File: config.mk
export PLATFORM = sky130hd
export DESIGN_NAME = tdpca_cell
export DESIGN_NICKNAME = d
export VERILOG_FILES = /design/src/rtl/tdpca_pkg.sv /design/src/rtl/tdpca_cell.sv
export SDC_FILE = /design/constraint.sdc
export NUM_CORES = 2
export LEC_CHECK = 0
export BUFFER_PORTS_ARGS = -buffer_cell sky130_fd_sc_hd__buf_2
export CAP_MARGIN = 20
export CORE_AREA = 2 2 325 391
export CTS_BUF_LIST = sky130_fd_sc_hd__clkbuf_4 sky130_fd_sc_hd__clkbuf_8
export CTS_CLUSTER_DIAMETER = 120
export DETAILED_ROUTE_END_ITERATION = 10
export DIE_AREA = 0 0 327 393
export GPL_TIMING_DRIVEN = 1
export PLACE_DENSITY = 0.61
export SLEW_MARGIN = 10
export SYNTH_ARGS = -nofsm -noshare
export SYNTH_HDL_FRONTEND = slang
export SYNTH_SLANG_ARGS = --single-unit
export TNS_END_PERCENT = 10
File: constraint.sdc
create_clock -name clk -period 8.9 [get_ports clk]
set_clock_uncertainty 0.1 [all_clocks]
set_input_delay 1.78 -clock clk [delete_from_list [all_inputs] [get_ports clk]]
set_output_delay 1.78 -clock clk [all_outputs]
set_load 0.01 [all_outputs]
File: src/rtl/tdpca_pkg.sv
// ----------------------------------------------------------------------------
// tdpca_pkg
// Shared types, sizes and codes of the 2dpca row projection block.
// ----------------------------------------------------------------------------
package tdpca_pkg;

  localparam int MAX_COLS       = 64;
  localparam int MAX_ROWS       = 64;
  localparam int MAX_COMPONENTS = 32;

  localparam int COL_W   = (MAX_COLS > 1) ? $clog2(MAX_COLS) : 1;
  localparam int ROW_W   = (MAX_ROWS > 1) ? $clog2(MAX_ROWS) : 1;
  localparam int CMP_W   = (MAX_COMPONENTS > 1) ? $clog2(MAX_COMPONENTS) : 1;
  localparam int CCNT_W  = $clog2(MAX_COLS + 1);
  localparam int RCNT_W  = $clog2(MAX_ROWS + 1);
  localparam int MADDR_W = $clog2(MAX_ROWS * MAX_COLS);

  localparam int SAMPLE_W = 16;
  localparam int DIFF_W   = SAMPLE_W + 1;
  localparam int PROD_W   = DIFF_W + SAMPLE_W;
  localparam int ACC_W    = 48;
  localparam int FRAC_W   = 15;
  localparam int SHR_W    = ACC_W - FRAC_W;
  localparam int COEF_W   = 40;

  localparam int NCAP     = (MAX_COMPONENTS < 32) ? MAX_COMPONENTS : 32;
  localparam int COLS_RST = (MAX_COLS < 64) ? MAX_COLS : 64;
  localparam int ROWS_RST = (MAX_ROWS < 64) ? MAX_ROWS : 64;

  localparam logic [1:0] ACT_BASIS = 2'd0;
  localparam logic [1:0] ACT_MEAN  = 2'd1;
  localparam logic [1:0] ACT_PIXEL = 2'd2;

  localparam logic [1:0] CFG_N_COMPONENTS = 2'd0;
  localparam logic [1:0] CFG_COLS_IN_USE  = 2'd1;
  localparam logic [1:0] CFG_ROWS_IN_USE  = 2'd2;

  typedef struct packed {
    logic [1:0]         action;
    logic [5:0]         first_index;
    logic [5:0]         second_index;
    logic signed [15:0] sample_value;
  } in_item_t;

  typedef struct packed {
    logic [5:0]         row_number;
    logic [4:0]         component_number;
    logic signed [39:0] coefficient;
    logic               last_of_row;
  } out_item_t;

  typedef struct packed {
    logic                     valid;
    logic                     wr;
    logic                     pix;
    logic                     last;
    logic [COL_W-1:0]         col;
    logic [CMP_W-1:0]         dest;
    logic signed [DIFF_W-1:0] data;
  } tok_t;

  typedef struct packed {
    logic             row_end;
    logic [ROW_W-1:0] row;
  } front_stat_t;

endpackage

File: src/rtl/tdpca_cell.sv
// ----------------------------------------------------------------------------
// tdpca_cell
// One component cell: basis column memory, multiply-accumulate and a
// result hold register that shifts toward the head of the chain.
// ----------------------------------------------------------------------------
module tdpca_cell
  import tdpca_pkg::*;
(
  input  logic                    clk,
  input  logic                    rst_n,
  input  tok_t                    tok_in,
  output tok_t                    tok_out,
  input  logic                    shift,
  input  logic signed [ACC_W-1:0] hold_in,
  output logic signed [ACC_W-1:0] hold_out,
  output logic                    cap
);

  logic signed [SAMPLE_W-1:0] mem [MAX_COLS];
  logic signed [SAMPLE_W-1:0] basis_q_r;
  tok_t                       tok_r;
  logic signed [PROD_W-1:0]   prod_r;
  logic                       pv_r;
  logic                       pl_r;
  logic signed [ACC_W-1:0]    acc_r;
  logic signed [ACC_W-1:0]    hold_r;
  logic                       cap_r;
  logic signed [PROD_W-1:0]   op_a;
  logic signed [PROD_W-1:0]   op_b;
  logic signed [ACC_W-1:0]    sum;

  assign op_a = {{(PROD_W-DIFF_W){tok_r.data[DIFF_W-1]}}, tok_r.data};
  assign op_b = {{(PROD_W-SAMPLE_W){basis_q_r[SAMPLE_W-1]}}, basis_q_r};
  assign sum  = acc_r + {{(ACC_W-PROD_W){prod_r[PROD_W-1]}}, prod_r};

  // basis column store
  always_ff @(posedge clk) begin
    if (tok_in.valid && tok_in.wr && tok_in.dest == '0) begin
      mem[tok_in.col] <= tok_in.data[SAMPLE_W-1:0];
    end
    if (tok_in.valid && tok_in.pix) begin
      basis_q_r <= mem[tok_in.col];
    end
  end

  always_ff @(posedge clk) begin
    prod_r <= op_a * op_b;
    if (shift) begin
      hold_r <= hold_in;
    end else if (pv_r && pl_r) begin
      hold_r <= sum;
    end
  end

  always_ff @(posedge clk) begin
    if (tok_in.valid) begin
      tok_r.wr   <= tok_in.wr;
      tok_r.pix  <= tok_in.pix;
      tok_r.last <= tok_in.last;
      tok_r.col  <= tok_in.col;
      tok_r.dest <= tok_in.dest - CMP_W'(1);
      tok_r.data <= tok_in.data;
    end
    if (!rst_n) begin
      tok_r.valid <= 1'b0;
      pv_r        <= 1'b0;
      pl_r        <= 1'b0;
      acc_r       <= '0;
      cap_r       <= 1'b0;
    end else begin
      tok_r.valid <= tok_in.valid;
      pv_r        <= tok_r.valid && tok_r.pix;
      pl_r        <= tok_r.last;
      cap_r       <= pv_r && pl_r;
      if (pv_r) begin
        acc_r <= pl_r ? '0 : sum;
      end
    end
  end

  assign tok_out  = tok_r;
  assign hold_out = hold_r;
  assign cap      = cap_r;

endmodule

==> reports/results.txt <==
status: completed
CP max-delay cell: edfxtp_1
Final Hold Fails: 0
worst slack at placement: 1.935 ns
Synth Area in XOR/XNOR: 1.351%
First DRT Iteration DRCs: 2947
Yosys top cell area share: 60.25%
Antenna Violating Nets Remaining: 0
Initial Util: 44.78%
Hold Crit Depth: 1
combinational family with the most area after synthesis: adder cells
Setup WS post-layout: 1.888 ns
FF-to-FF path depth: 21
Post-CTS Resized: 0
Simple-Gate Fraction of Synth Area: 6.629%
Synth Area in Adders: 12.90%
Clock power frac: 24.4%
core area: 0.1245 mm²
CP bufs+invs: 3
Synth Area in Compound Gates: 12.03%
crit-path most repeated cell: fa_1
Pwr Total: 18.11 mW
Max-Cap Viols: 0
Synth Cell Area: 0.05577 mm²
Synth Instances: 3927
Distinct cells, synth: 77
period utilisation layout: 78.78%
slew at the pin closest to its max-slew limit: 1.029 ns
multiplexer share of the synthesized area: 0.1997%
crit-path max cell delay: 0.79 ns
CTS H-tree lvls: 4
global placement routability congestion: 0.9110
port buffer count: 163
area growth from synthesis to layout: 11.83%
Finished Core Util: 50.08%
critical setup path kind: reg -> reg
syn_area_per_cell: 14.20 µm²
Critical Path, Cell by Cell: nand2_1, fa_1, fa_1, fa_1, inv_1, fa_1, fa_1, inv_1, fa_1, inv_1, ha_1, a21oi_1, a21oi_1, nor3_2, a21oi_1, o41ai_1, o21ai_1, o41a_1, a21o_1, a21oi_1, xnor2_1
Post-Syn Nets: 4419
critical path fanouts, max: 17
global-route wire length before repair: 223100 µm
CTS tree: done
Max Slew Vio Count: 0
die area: 0.1285 mm²
fillcell total: 10660
Post-DP HPWL: 93830 µm
sequential-to-total area share from yosys stat: 63.30%
most common cell in the netlist: edfxtp_1
die height: 393 µm
largest delay contributor family on the critical path: adder cells
Final #Nets: 4672
post-CTS setup buffers: 0
combinational group share of total power: 39.3%
initial antenna violation count: 7
largest net degree at the start of global routing: 89
f_max: 0.1426 GHz
maximum VDD drop: 0.0002872 V
endpoint class of the critical path: register
Clock Latency Late Sink: 0.89 ns
hold_buf cts: 0
Pint: 11.83 mW
Rows: 142
TNS Setup: 0 ns
Seq pwr share: 36.3%
Worst-path clk slew: 0.06 ns
arrival time at the worst endpoint: 7.71 ns
sw power: 6.276 mW
maximum clock insertion buffer count: 3
Post-synth EDFFs: 1119
sw frac: 34.66%
GRT Overall Usage: 23.53%
top cells by area, synth: edfxtp_1 (60%), fa_1 (9.9%), a22oi_1 (4.4%)
Vias per Instance: 5.707
vias in the first global route: 34830
total CTS buffers: 181
wire per inst: 25.15 µm
Post-synth top cells: edfxtp_1 (1119), a22oi_1 (330), inv_1 (325)
Die X: 327 µm
I/O pins: 164
worst hold path type: reg -> reg
Worst path depth: 21
vias: 34120
synthesized flop and latch total: 1204
Final setup violation count: 0
RSZ-0062 raised after global routing: no
Synth Warn #: 0
power per cell area: 290.3 mW/mm²
total wire length: 150400 µm
first-pass iteration count of the detailed router: 6
grt total ovfl: 0
crit path launch type: register
Rel. slew slack: 31.43%
clock sinks: 1204
cell taking the most area after synthesis: edfxtp_1
FFs w/ async S/R, synth: 0%
Leakage: 22.53 nW
Critical Path RT: 9.60 ns
number of remaining DRC errors: 0
share of post-route cells with drive strength above 1: 13.77%
min cycle time layout: 7.012 ns
Primary FF master, synth: edfxtp_1
clock root buffer: clkbuf_8
==> cells in the final DEF (no fill, tap or decap), types with 105 or more instances in the layout <==
cell type	n
edfxtp_1	1119
buf_2	163
clkbuf_8	188
nand2_1	250
and2_1	140
a21oi_1	134
ha_1	132
a22oi_1	330
inv_1	325
nor2_1	145
buf_4	105
fa_1	277
==> registers in the layout, indices dropped and copies added, names as in the netlist <==
name and count:
mem 1024, acc_r 48, hold_out 48, prod_r 33, tok_out 32, basis_q_r 16
cap 1, pl_r 1, pv_r 1
==> per-layer routing <==
layer | GRT usage (%) | up-vias | part of all wire, %
met4 | 9.341 | 4 | 3.9
met2 | 41.40 | 1394 | 51
met3 | 4.368 | 256 | 7.2
li1 | - | 15190 | -
met5 | 0 | - | 0.015
met1 | 28.59 | 17280 | 38
==> kinds of logic after synthesis <==
| family | after synthesis |
|---|---|
| AO/OA/AOI/OAI | 935 |
| XOR/XNOR | 86 |
| adder cells (fa/ha/maj) | 409 |
| buffers and inverters | 532 |
| flip-flops | 1204 |
| multiplexers | 10 |
| AND/OR/NAND/NOR | 751 |
==> cell type report <==
cell class	count	area [µm²]	area share, %
multi-input combinational	2191	18520	29.69
inverter	326	1224	1.962
clock inverter	70	400.4	0.6419
sequential	1204	35300	56.60
tap	1656	2072	3.322
timing repair buffer	276	1764	2.828
clock buffer	254	3083	4.943
antenna	2	5.005	0.008024
==> path summary, 6_finish.rpt <==
path                             startpoint         end  slack (ns)
worst max-delay path            tok_out[11]  prod_r[31]        1.89
worst min-delay path            tok_out[28]        pl_r        0.40
worst max register to register  tok_out[11]  prod_r[31]        1.89
worst min register to register  tok_out[28]        pl_r        0.40
==> stage by stage <==
stage               instances  hold WS [ns]  instance area [µm²]
finish                   5979        0.4008                62370
detailed placement       5652        0.3881                58860
CTS                      5976        0.4028                62350
global route             5979        0.4258                62370
global placement         5652        0.3722                58860
floorplan                3927        0.3571                55770
==> power by group through the flow <==
stage	Sequential, mW	Combinational, mW	Clock [mW]
6_report	6.57	7.12	4.41
5_1_grt	6.59	8.22	4.74
4_1_cts	6.57	7.21	4.51
3_5_place_dp	6.69	7.17	0
3_3_place_gp	6.69	7.04	0
2_1_floorplan	6.66	5.54	0
Power figures use the tool's default switching activity.
